===== src/sv/tlp_pkg.sv =====
// package for the telemetry line parser: field types, character codes, hex decode
package tlp_pkg;

    // character codes and parse positions
    localparam logic [7:0] CHAR_BANG   = 8'h21;
    localparam logic [7:0] GEAR_MIN    = 8'd32;
    localparam logic [7:0] GEAR_RESET  = 8'd32;
    localparam logic [7:0] CHAR_ZERO   = 8'h30;
    localparam logic [7:0] CHAR_NINE   = 8'h39;
    localparam logic [7:0] CHAR_UPPER_A = 8'h41;
    localparam logic [7:0] CHAR_UPPER_F = 8'h46;
    localparam logic [7:0] HEX_ALPHA_OFS = 8'd55;
    localparam logic [3:0] POS_GEAR    = 4'd0;
    localparam logic [3:0] POS_DONE    = 4'd13;

    // pair indexes
    localparam logic [2:0] PAIR_RPM      = 3'd0;
    localparam logic [2:0] PAIR_SPEED_LO = 3'd1;
    localparam logic [2:0] PAIR_SPEED_HI = 3'd2;
    localparam logic [2:0] PAIR_MAP      = 3'd3;
    localparam logic [2:0] PAIR_ABS      = 3'd4;

    // decoded frame fields
    typedef struct packed {
        logic [7:0]  gear;
        logic [7:0]  rpm;
        logic [15:0] speed;
        logic [7:0]  emap;
        logic [7:0]  abs_lvl;
        logic [7:0]  tc_lvl;
    } t_fields;

    // hex digit decode: bit 4 set marks a non-digit
    function automatic logic [4:0] hex_value(input logic [7:0] c);
        logic [7:0] d;
        begin
            d = 8'd0;
            if (c >= CHAR_ZERO && c <= CHAR_NINE) begin
                d = c - CHAR_ZERO;
                hex_value = {1'b0, d[3:0]};
            end else if (c >= CHAR_UPPER_A && c <= CHAR_UPPER_F) begin
                d = c - HEX_ALPHA_OFS;
                hex_value = {1'b0, d[3:0]};
            end else begin
                hex_value = 5'h10;
            end
        end
    endfunction

endpackage


===== src/sv/telemetry_line_parser.sv =====
// telemetry line parser: per-character frame decode with registered input and result
//
// Usage: characters of received text lines enter on the input channel
// (i_character, i_line_end marks the last character of a line) under
// i_valid / o_stall. A line starting with '!' is a telemetry frame: gear
// character then six uppercase hex pairs. When the frame line ends, one
// result transfer leaves on o_valid / i_stall with all fields and the
// wrapping frame count. Other lines produce no result.
// Timing: the line's last character enters the input register at its transfer,
// then the result register takes the decoded frame and o_valid rises.
// Throughput: one character per cycle while no result stall is held, set by
// the single decode stage between the input register and the result register.
// Reset (i_rst_n low, synchronous): both stages empty, parser back at the
// start of a line, frame count zero.
// Stall: while i_stall holds a waiting result, the input register still
// takes one more character; after that o_stall rises until the result
// transfer completes.
module telemetry_line_parser (
    input  logic        i_clk,
    input  logic        i_rst_n,
    input  logic        i_valid,
    output logic        o_stall,
    input  logic [7:0]  i_character,
    input  logic        i_line_end,
    output logic        o_valid,
    input  logic        i_stall,
    output logic [7:0]  o_gear,
    output logic [7:0]  o_rpm_percent,
    output logic [15:0] o_speed,
    output logic [7:0]  o_engine_map,
    output logic [7:0]  o_abs_level,
    output logic [7:0]  o_tc_level,
    output logic [31:0] o_frame_count
);

    // input register
    logic        r_s1_valid;
    logic [7:0]  r_s1_char;
    logic        r_s1_end;

    // parser state
    logic        r_at_line_start, n_at_line_start;
    logic        r_in_frame, n_in_frame;
    logic        r_parse_failed, n_parse_failed;
    logic [3:0]  r_pos, n_pos;
    logic [3:0]  r_upper, n_upper;
    tlp_pkg::t_fields r_fields, n_fields;
    logic [31:0] r_frames_seen, n_frames_seen;
    logic        emit;

    // result register
    logic        r_out_valid;
    tlp_pkg::t_fields r_out_fields;
    logic [31:0] r_out_count;

    logic        s1_go;
    logic        in_xfer;

    // zero the field of pair p and every later field
    function automatic tlp_pkg::t_fields clear_from(input tlp_pkg::t_fields f,
                                                    input logic [2:0] p);
        tlp_pkg::t_fields g;
        begin
            g = f;
            if (p == tlp_pkg::PAIR_RPM)       g.rpm     = 8'd0;
            if (p <= tlp_pkg::PAIR_SPEED_HI)  g.speed   = 16'd0;
            if (p <= tlp_pkg::PAIR_MAP)       g.emap    = 8'd0;
            if (p <= tlp_pkg::PAIR_ABS)       g.abs_lvl = 8'd0;
            g.tc_lvl = 8'd0;
            clear_from = g;
        end
    endfunction

    // handshake control
    assign s1_go   = !r_out_valid || !i_stall;
    assign o_stall = r_s1_valid && !s1_go;
    assign in_xfer = i_valid && !o_stall;

    // input register
    always_ff @(posedge i_clk) begin
        if (!i_rst_n) begin
            r_s1_valid <= 1'b0;
        end else if (!o_stall) begin
            r_s1_valid <= i_valid;
        end
        if (in_xfer) begin
            r_s1_char <= i_character;
            r_s1_end  <= i_line_end;
        end
    end

    // per-character decode
    always_comb begin
        logic [4:0] hv;
        logic [3:0] pm1;
        logic [7:0] byte_val;
        hv              = tlp_pkg::hex_value(r_s1_char);
        pm1             = 4'd0;
        byte_val        = 8'd0;
        n_at_line_start = r_s1_end;
        n_in_frame      = r_in_frame;
        n_parse_failed  = r_parse_failed;
        n_pos           = r_pos;
        n_upper         = r_upper;
        n_fields        = r_fields;
        n_frames_seen   = r_frames_seen;
        emit            = 1'b0;

        if (r_at_line_start) begin
            // first character decides whether this is a frame line
            if (r_s1_char == tlp_pkg::CHAR_BANG) begin
                n_in_frame     = 1'b1;
                n_parse_failed = 1'b0;
                n_pos          = tlp_pkg::POS_GEAR;
                n_upper        = 4'd0;
                n_fields       = '0;
                n_frames_seen  = r_frames_seen + 32'd1;
            end else begin
                n_in_frame = 1'b0;
            end
        end else if (r_in_frame && !r_parse_failed && r_pos < tlp_pkg::POS_DONE) begin
            if (r_pos == tlp_pkg::POS_GEAR) begin
                // gear character
                if (r_s1_char < tlp_pkg::GEAR_MIN) begin
                    n_fields.gear  = 8'd0;
                    n_parse_failed = 1'b1;
                end else begin
                    n_fields.gear = r_s1_char;
                    n_pos         = 4'd1;
                end
            end else begin
                // hex digit
                pm1 = r_pos - 4'd1;
                if (hv[4]) begin
                    n_fields       = clear_from(r_fields, pm1[3:1]);
                    n_parse_failed = 1'b1;
                end else begin
                    if (!pm1[0]) begin
                        n_upper = hv[3:0];
                    end else begin
                        byte_val = {r_upper, hv[3:0]};
                        case (pm1[3:1])
                            tlp_pkg::PAIR_RPM:      n_fields.rpm         = byte_val;
                            tlp_pkg::PAIR_SPEED_LO: n_fields.speed[7:0]  = byte_val;
                            tlp_pkg::PAIR_SPEED_HI: n_fields.speed[15:8] = byte_val;
                            tlp_pkg::PAIR_MAP:      n_fields.emap        = byte_val;
                            tlp_pkg::PAIR_ABS:      n_fields.abs_lvl     = byte_val;
                            default:                n_fields.tc_lvl      = byte_val;
                        endcase
                    end
                    n_pos = r_pos + 4'd1;
                end
            end
        end

        // end of a frame line: finish missing fields and emit
        if (r_s1_end && n_in_frame) begin
            if (!n_parse_failed && n_pos < tlp_pkg::POS_DONE) begin
                if (n_pos == tlp_pkg::POS_GEAR) begin
                    n_fields.gear = 8'd0;
                end else begin
                    pm1      = n_pos - 4'd1;
                    n_fields = clear_from(n_fields, pm1[3:1]);
                end
            end
            emit       = 1'b1;
            n_in_frame = 1'b0;
        end
    end

    // parser state
    always_ff @(posedge i_clk) begin
        if (!i_rst_n) begin
            r_at_line_start <= 1'b1;
            r_in_frame      <= 1'b0;
            r_parse_failed  <= 1'b0;
            r_pos           <= tlp_pkg::POS_GEAR;
            r_upper         <= 4'd0;
            // gear holds the space character, every other field zero
            r_fields        <= {tlp_pkg::GEAR_RESET, 48'd0};
            r_frames_seen   <= 32'd0;
        end else if (r_s1_valid && s1_go) begin
            r_at_line_start <= n_at_line_start;
            r_in_frame      <= n_in_frame;
            r_parse_failed  <= n_parse_failed;
            r_pos           <= n_pos;
            r_upper         <= n_upper;
            r_fields        <= n_fields;
            r_frames_seen   <= n_frames_seen;
        end
    end

    // result register
    always_ff @(posedge i_clk) begin
        if (!i_rst_n) begin
            r_out_valid <= 1'b0;
        end else if (s1_go) begin
            r_out_valid <= r_s1_valid && emit;
        end
        if (s1_go && r_s1_valid && emit) begin
            r_out_fields <= n_fields;
            r_out_count  <= n_frames_seen;
        end
    end

    assign o_valid       = r_out_valid;
    assign o_gear        = r_out_fields.gear;
    assign o_rpm_percent = r_out_fields.rpm;
    assign o_speed       = r_out_fields.speed;
    assign o_engine_map  = r_out_fields.emap;
    assign o_abs_level   = r_out_fields.abs_lvl;
    assign o_tc_level    = r_out_fields.tc_lvl;
    assign o_frame_count = r_out_count;

    // a character that does not end a line never produces a result
    a_no_result_mid_line: assert property (@(posedge i_clk) disable iff (!i_rst_n)
        (r_s1_valid && s1_go && !r_s1_end) |=> !o_valid)
        else $error("result produced by a character inside a line");

    // a cleared gear means every field is cleared
    a_gear_clear_zeroes: assert property (@(posedge i_clk) disable iff (!i_rst_n)
        (o_valid && o_gear == 8'd0) |-> (o_rpm_percent == 8'd0 && o_speed == 16'd0 &&
        o_engine_map == 8'd0 && o_abs_level == 8'd0 && o_tc_level == 8'd0))
        else $error("fields left set with a cleared gear");

    // a frame start bumps the frame counter by one
    a_frame_count_step: assert property (@(posedge i_clk) disable iff (!i_rst_n)
        (r_s1_valid && s1_go && r_at_line_start && r_s1_char == tlp_pkg::CHAR_BANG)
        |=> (r_frames_seen == $past(r_frames_seen) + 32'd1))
        else $error("frame counter did not advance at frame start");

endmodule


===== config.mk =====
export PLATFORM = sky130hd
export DESIGN_NAME = telemetry_line_parser
export DESIGN_NICKNAME = d
export VERILOG_FILES = /design/src/sv/tlp_pkg.sv /design/src/sv/telemetry_line_parser.sv
export SDC_FILE = /design/constraint.sdc
export NUM_CORES = 1
export LEC_CHECK = 0
export BUFFER_PORTS_ARGS = -buffer_cell sky130_fd_sc_hd__buf_4
export CORE_ASPECT_RATIO = 1.2
export CORE_MARGIN = 4
export CORE_UTILIZATION = 45
export DETAILED_ROUTE_END_ITERATION = 10
export PLACE_DENSITY = 0.67
export SYNTH_ARGS = -nofsm -noshare
export SYNTH_HDL_FRONTEND = slang
export SYNTH_SLANG_ARGS = --single-unit

===== constraint.sdc =====
create_clock -name i_clk -period 6.5 [get_ports i_clk]
set_clock_uncertainty 0.1 [all_clocks]
set_input_delay 0 -clock i_clk [delete_from_list [all_inputs] [get_ports i_clk]]
set_output_delay 0 -clock i_clk [all_outputs]
set_load 0.01 [all_outputs]

* After elaboration in Yosys (flattened, before gate mapping)
Cells that the tools add are included.
Cells by class: equal/unequal tests 9, reduce and logical (&&, ||, !) cells 25, $add $sub $neg 6, multiplexer cells 52, order comparisons 13
Operators with widths (count):
- 2-to-1 mux 56 bit | 5
- 2-to-1 mux 48 bit | 4
- 2-to-1 mux 8 bit | 15
- 2-to-1 mux 32 bit | 2
- 2-to-1 mux 4 bit | 12
- adder 32 x 1 -> 32 bit (second input constant) | 1
- 2-to-1 mux 16 bit | 2
- <= comparator 3 x 2 -> 1 bit (second input constant) | 4
- subtractor 4 x 1 -> 4 bit (second input constant) | 3
- logical AND 1 bit | 11
- 2-to-1 mux 1 bit | 10
- 2-to-1 mux 5 bit | 2
- == test 8 x 6 -> 1 bit (second input constant) | 1
- >= comparator 8 x 6 -> 1 bit (second input constant) | 1
- >= comparator 8 x 7 -> 1 bit (second input constant) | 1
- <= comparator 8 x 6 -> 1 bit (second input constant) | 1
- <= comparator 8 x 7 -> 1 bit (second input constant) | 1
- logical NOT 4 bit | 2
- < comparator 4 bit (second input constant) | 2
- < comparator 8 x 6 -> 1 bit (second input constant) | 1
- == test 3 x 2 -> 1 bit (second input constant) | 2
- <= comparator 3 bit (second input constant) | 2
- logical NOT 1 bit | 6
- logical NOT 3 bit | 2
- 10 further kinds | 12
Word-level totals: flip-flop bits (word level) 198

* Longest topological paths before layout
Gate-level depths: netlist (run 1).
word-level depth 14, mapped depth 18, mapped depth without buffers 13

* Least setup slack after synthesis (run 1)
Ideal clock, no wire load.
kind reg2reg, start point reg r_s1_char[1], end point reg r_out_fields, in the netlist o_abs_level[0] (enable), setup time 536 ps, arrival 5263 ps, cell stages (with the launch flop) 8, path slack 600 ps, required time 5864 ps, path through edfxtp_1 inv_1 ha_1 or4b_4 nor3_2 buf_4 a21oi_1 nor2_1
On the way: longest elaborated chain between the ends 6
Ends and longest elaborated chain:
- from (decl) | RTL line telemetry_line_parser.sv:38 | logic [7:0] r_s1_char;
- from (signal assigned) | RTL line telemetry_line_parser.sv:87 | r_s1_char <= i_character;
- == test 8 x 6 -> 1 bit | RTL line telemetry_line_parser.sv:111 | if (r_s1_char == tlp_pkg::CHAR_BANG) begin
- 2-to-1 mux 1 bit | RTL line telemetry_line_parser.sv:111
- 2-to-1 mux 1 bit | RTL line telemetry_line_parser.sv:109 | if (r_at_line_start) begin
- logical AND 1 bit | RTL line telemetry_line_parser.sv:157 | if (r_s1_end && n_in_frame) begin
- 2-to-1 mux 1 bit | RTL line telemetry_line_parser.sv:157
- logical AND 1 bit | RTL line telemetry_line_parser.sv:200 | if (s1_go && r_s1_valid && emit) begin
- to (signal assigned) | RTL line telemetry_line_parser.sv:201 | r_out_fields <= n_fields;
- to (decl) | RTL line telemetry_line_parser.sv:53 | tlp_pkg::t_fields r_out_fields;
No other way between the ends. A chain may end at the register's enable or synchronous reset.

* Final worst setup path (run 1)
start point reg r_pos[0], end point reg r_fields[8] (netlist name)
On the way: longest elaborated chain between the ends 12
Ends and longest elaborated chain:
- from (decl) | RTL line telemetry_line_parser.sv:45 | logic [3:0] r_pos, n_pos;
- from (signal assigned) | RTL line telemetry_line_parser.sv:177 | r_pos <= tlp_pkg::POS_GEAR;
- from (signal assigned) | RTL line telemetry_line_parser.sv:186 | r_pos <= n_pos;
- branches (longest 11 deep; another with adder 4 x 1 -> 4 bit)
- 2-to-1 mux 56 bit (*) | RTL line telemetry_line_parser.sv:157
- to (signal assigned) | RTL line telemetry_line_parser.sv:180 | r_fields <= {tlp_pkg::GEAR_RESET, 48'd0};
- to (signal assigned) | RTL line telemetry_line_parser.sv:188 | r_fields <= n_fields;
- to (decl) | RTL line telemetry_line_parser.sv:47 | tlp_pkg::t_fields r_fields, n_fields;
Mark *: on every way between the ends.

==> results of run 1 <==
==> state kept, by name, summed over array words and instances (netlist names), 4 cells and up <==
signal         cells
r_frames_seen     32
r_pos              4
r_upper            4
o_abs_level        8
o_rpm_percent      8
r_s1_char          8
o_engine_map       8
r_fields          56
o_frame_count     32
o_tc_level         8
o_gear             8
o_speed           16
==> layout make-up <==
class                   count  area [um2]  area share [%]
clock buffers              19         443            4.01
clock inverters            12         174            1.57
inverters                  14        52.6           0.475
multi-input cells         710        4160            37.6
flip-flops and latches    198        4930            44.6
well taps                 265         332            3.00
repair buffers            124         963            8.71
==> per-layer routing <==
metal | GRT usage, % | up-vias | wire (um)
met1 | 24.0 | 3610 | 9620
li1 | - | 3695 | -
met3 | 3.44 | 35 | 1220
met5 | 0 | - | 0
met4 | 7.37 | 0 | 542
met2 | 33.6 | 205 | 11600
==> cell families after synthesis <==
family | count (synthesis) | synth area share, %
simple gates | 412 | 20.9
compound gates | 225 | 15.7
flops | 198 | 52.1
buf+inv | 81 | 4.17
xor+xnor | 62 | 5.73
fa+ha+maj | 7 | 0.925
mux | 4 | 0.449
==> cell usage after synthesis (all sizes together) (12+ instances only) <==
library cell | n | area share [%]
a21oi | 75 | 4.0
nand4 | 12 | 0.86
nor2 | 144 | 5.7
nand2 | 104 | 4.1
inv | 14 | 0.55
o21ai | 36 | 1.9
nor3 | 18 | 1.1
dfxtp | 101 | 21
nand3 | 43 | 2.3
xnor2 | 31 | 2.9
and3 | 18 | 1.2
clkbuf | 45 | 1.8
a22oi | 39 | 3.1
o31ai | 12 | 0.95
buf | 22 | 1.8
or3 | 27 | 1.8
edfxtp | 97 | 31
xor2 | 31 | 2.9
==> where the power goes <==
group          internal [mW]  switching (mW)
combinational         0.0423          0.0996
sequential              1.31          0.0130
clock                  0.653           0.463
==> metrics by stage <==
stage / hold slack, ns / setup WS, ns / cell area (um2)
global placement: 0.0791 / 2.26 / 10300
floorplan: -0.00113 / 0.600 / 9470
detailed placement: 0.0795 / 2.17 / 10300
CTS: 0.166 / 2.15 / 11100
finish: 0.183 / 2.10 / 11100
global route: 0.168 / 1.81 / 11100
==> final timing paths <==
| check | start | end | slack (ns) | depth (start not counted) |
|---|---|---|---|---|
| worst min register to register | r_fields[25] | r_fields[25] | 0.35 | 2 |
| worst min-delay path | i_character[3] | r_s1_char[3] | 0.18 | 2 |
| worst max-delay path | r_pos[0] | r_fields[8] | 2.10 | 13 |
| worst max register to register | r_pos[0] | r_fields[8] | 2.10 | 13 |
==> timing repair <==
item,in CTS,in global routing
setup buffers,0,0
hold buffers,13,0
endpoints found under the hold margin,31,0
==> impl_metrics.yaml, run 1 <==
run_status:
  status: "completed"
timing:
  fmax_mhz: 227
  tns_ns: 0
  tightest_slew_ns: 1.15
  period_share_pct: 67.6
  slew_violations: 0
  relSlewSlack_pct: 23.2
  rsz0062_at_grt: "false"
  finalSetupViolations: 0
  finalHoldViolCount: 0
  period_needed_ns: 4.40
power_and_ir_drop:
  p_total_mw: 2.58
  p_leak_nw: 4.15
  power.density_nw_per_um2: 233
  vdd_ir_drop_max_uv: 159
synth:
  synth.cell_area_um2: 9470
  synth_edf_count: 97
  seq_area_frac_synth_pct: 52.1
  ys.warnings.count: 0
  ys.flop_type: "dfxtp_1"
  syn_inst: 989
  synth_nets: 1009
  async_flop_share_pct: 0
  synth_cell_types: 74
  avgSynthCellArea_um2: 9.58
  ys_seq_elements: 198
cells_and_area:
  drive_above_1_share_pct: 15.4
  fin_cells: 1342
  final_util_pct: 54.0
  antenna_cells: 0
  final_common_cell: "nor2_1"
  nFillCells: 1838
  layout_common_cells: "143 x nor2_1, 111 x buf_4, 102 x nand2_1"
  synthToLayoutAreaGrowth_pct: 16.7
  fin_nets: 1085
run:
  max_cap_violations: 0
detailed_routing:
  dr.pass1.iters: 5
  via_per_inst: 5.62
  routed-via-count: 7545
  dr.first_iter.drc_count: 559
  avgRoutedWirePerCell_um: 17.2
  ant_nets: 0
  drcViolationCount: 0
  drt-total-wl_um: 23000
clock_tree:
  htree_levels: 4
  cts_root_buf: "clkbuf_16"
  clkTransAtPathRegs_ns: 0.07
  cts_tree: "built"
  cts_buffer_depth: 2
  cts_resized: 0
  cts_buffers: 17
  cts.sinks: 198
  clk_latency_ns: 0.43
place:
  gp_congestion: 0.906
  placedCellCount: 1298
  io_buffer_count: 102
  dp_hpwl_um: 15700
worst_setup_path:
  worstPathRequired_ns: 6.73
  cpMostUsedCell: "inv_1"
  cp_slowest_cell: "dfxtp_1"
  cp.arrival_ns: 4.63
  worstPathCellList: "inv_1 > ha_1 > or3b_1 > nand3_1 > a21oi_1 > mux2_2 > inv_1 > ha_1 > inv_1 > o211ai_2 > a31oi_4 > or2_4 > o41ai_1"
  path_class: "flip-flop to flip-flop"
  end_kind: "flip-flop"
  worstPathMaxFanout: 18
  critPathLaunchType: "flip-flop"
  crit_family: "compound AO/OA/AOI/OAI gates"
  critPathMaxStageDelay_ns: 0.55
  cp.buffers_inverters: 3
grt:
  antenna_found_initial: 0
  first_global_vias: 7172
  grt_pass1_wl_um: 36800
  grt_max_degree: 78
  grt_usage_pct: 19.4
  grt_overflow_total: 0
die:
  core_um2: 20500
  rows: 57
  die_w_um: 140
  start_util_pct: 46.3
  io_pins: 103
  die-height_um: 167
  die_area_um2: 23400
min_path:
  hold_class: "input pin to flip-flop"
Power figures use the tool's default switching activity.
==> run 2: changes to the inputs <==
- PLACE_DENSITY: 0.67 -> 0.69
- clock period: 6.5 -> 3.97 ns (I/O delays scaled with it)
==> run 2 against run 1 <==
Global-route usage up 0.98 points. Core utilization rose by 0.59 points. Sequential power increased by 64%. Wire length increased by 3.5%. Non-clock buffer count up 18. Worst setup slack got worse by 1.8 ns. Combinational power increased by 77%. Die area unchanged. Largest cell class unchanged. Largest power group unchanged.
==> impl_metrics.yaml, run 2 (synthesis gave the netlist of run 1 again) <==
run_status:
  status: "completed"
detailed_routing:
  routed-via-count: 7688
  via_per_inst: 5.65
  drt-total-wl_um: 23800
  avgRoutedWirePerCell_um: 17.5
  drcViolationCount: 0
  dr.first_iter.drc_count: 626
  dr.pass1.iters: 5
  ant_nets: 0
grt:
  grt_max_degree: 69
  grt_pass1_wl_um: 38800
  grt_overflow_total: 0
  antenna_found_initial: 0
  first_global_vias: 7618
  grt_usage_pct: 20.4
worst_setup_path:
  worstPathMaxFanout: 16
  critPathMaxStageDelay_ns: 0.59
  end_kind: "flip-flop"
  critPathLaunchType: "flip-flop"
  path_class: "flip-flop to flip-flop"
  cp.arrival_ns: 3.88
  cp_slowest_cell: "a211oi_4"
  worstPathRequired_ns: 4.16
  worstPathCellList: "inv_1 > ha_1 > or3b_1 > nand3_1 > a21oi_1 > mux2_2 > inv_1 > ha_1 > buf_4 > nor3_1 > a211oi_4 > or3_1 > a21oi_1"
clock_tree:
  post_cts_buffers: 0
  cts_buffer_depth: 2
  clkTransAtPathRegs_ns: 0.08
  cts_buffers: 17
  postCtsHoldBufs: 12
  clk_latency_ns: 0.44
  cts.sinks: 198
  htree_levels: 4
  cts_resized: 0
  cts_tree: "built"
  cts_root_buf: "clkbuf_16"
die:
  die_area_um2: 23400
  die-height_um: 167
  start_util_pct: 46.3
  core_um2: 20500
  rows: 57
  die_w_um: 140
  io_pins: 103
run:
  max_cap_violations: 0
place:
  placedCellCount: 1317
  gp_congestion: 0.931
  dp_hpwl_um: 16300
  io_buffer_count: 102
  dpl-instance-area_um2: 10500
cells_and_area:
  final_common_cell: "nor2_1"
  fin_nets: 1103
  antenna_cells: 0
  design_area_um2: 11200
  largest_reg_flops: 56
  top_register: "r_fields"
  layout_common_cells: "143 x nor2_1, 129 x buf_4, 102 x nand2_1"
  drive_above_1_share_pct: 17.3
  final_util_pct: 54.6
  fin_cells: 1361
  synthToLayoutAreaGrowth_pct: 18.0
timing:
  tightest_slew_ns: 1.03
  period_needed_ns: 3.69
  finalSetupViolations: 0
  fmax_mhz: 271
  tns_ns: 0
  relSlewSlack_pct: 31.2
  slew_violations: 0
  period_share_pct: 92.9
  rsz0062_at_grt: "false"
  finalHoldViolCount: 0
power_and_ir_drop:
  p_leak_nw: 4.24
  power.density_nw_per_um2: 372
  vdd_ir_drop_max_uv: 275
min_path:
  hold_class: "input pin to flip-flop"
-- run 2: changes by cell type in the layout (fill, tap and decap cells not counted), sizes merged --
cell	previous run	this run
buf	111	130
dlygate4sd3	13	12
clkinvlp	1	3
clkbuf	19	17
inv	16	19
bufinv	4	2
-- run 2: through the flow --
stage	worst slack (ns)	power, mW	hold WS (ns)
2_1_floorplan	0.364	2.36	-0.00113
3_3_place_gp	0.393	2.44	0.0801
3_5_place_dp	0.309	2.44	0.0811
4_1_cts	0.289	4.18	0.162
5_1_grt	0.00132	4.30	0.174
6_report	0.284	4.16	0.176
-- run 2: area by class of cell --
cell class                 count  area [um2]
fill                        1858        9290
tap                          265         332
sequential                   198        4930
timing repair buffer         142        1110
clock buffer                  17         425
clock inverter                15         168
inverter                      14        52.6
multi-input combinational    710        4160
-- run 2: critical path: cells and delay by family (launching register included) --
kind	cells	cell delay (ns)
compound gates	3	0.86
fa+ha+maj	2	0.50
buf+inv	3	0.36
flops	1	0.46
mux	1	0.41
simple gates	4	0.84
-- run 2: power breakdown --
| part | total [mW] | internal (mW) | switching (mW) |
|---|---|---|---|
| Sequential | 2.16 | 2.14 | 0.0183 |
| Clock | 1.75 | 0.943 | 0.806 |
| Combinational | 0.252 | 0.0793 | 0.173 |
-- run 2: routing by layer --
| metal | track usage [%] | share of wire (%) | up-vias |
|---|---|---|---|
| met5 | 0 | 0 | - |
| li1 | - | - | 3731 |
| met1 | 25.1 | 42 | 3656 |
| met2 | 35.3 | 50 | 257 |
| met3 | 3.64 | 5.6 | 44 |
| met4 | 7.92 | 2.7 | 0 |
-- run 2: final timing paths --
path              depth (start not counted)  slack [ns]           end      startpoint
hold reg to reg                           2        0.35  r_fields[19]    r_fields[19]
setup / recovery                         13        0.28   r_fields[6]        r_pos[1]
hold / removal                            2        0.18  r_s1_char[4]  i_character[4]
setup reg to reg                         13        0.28   r_fields[6]        r_pos[1]
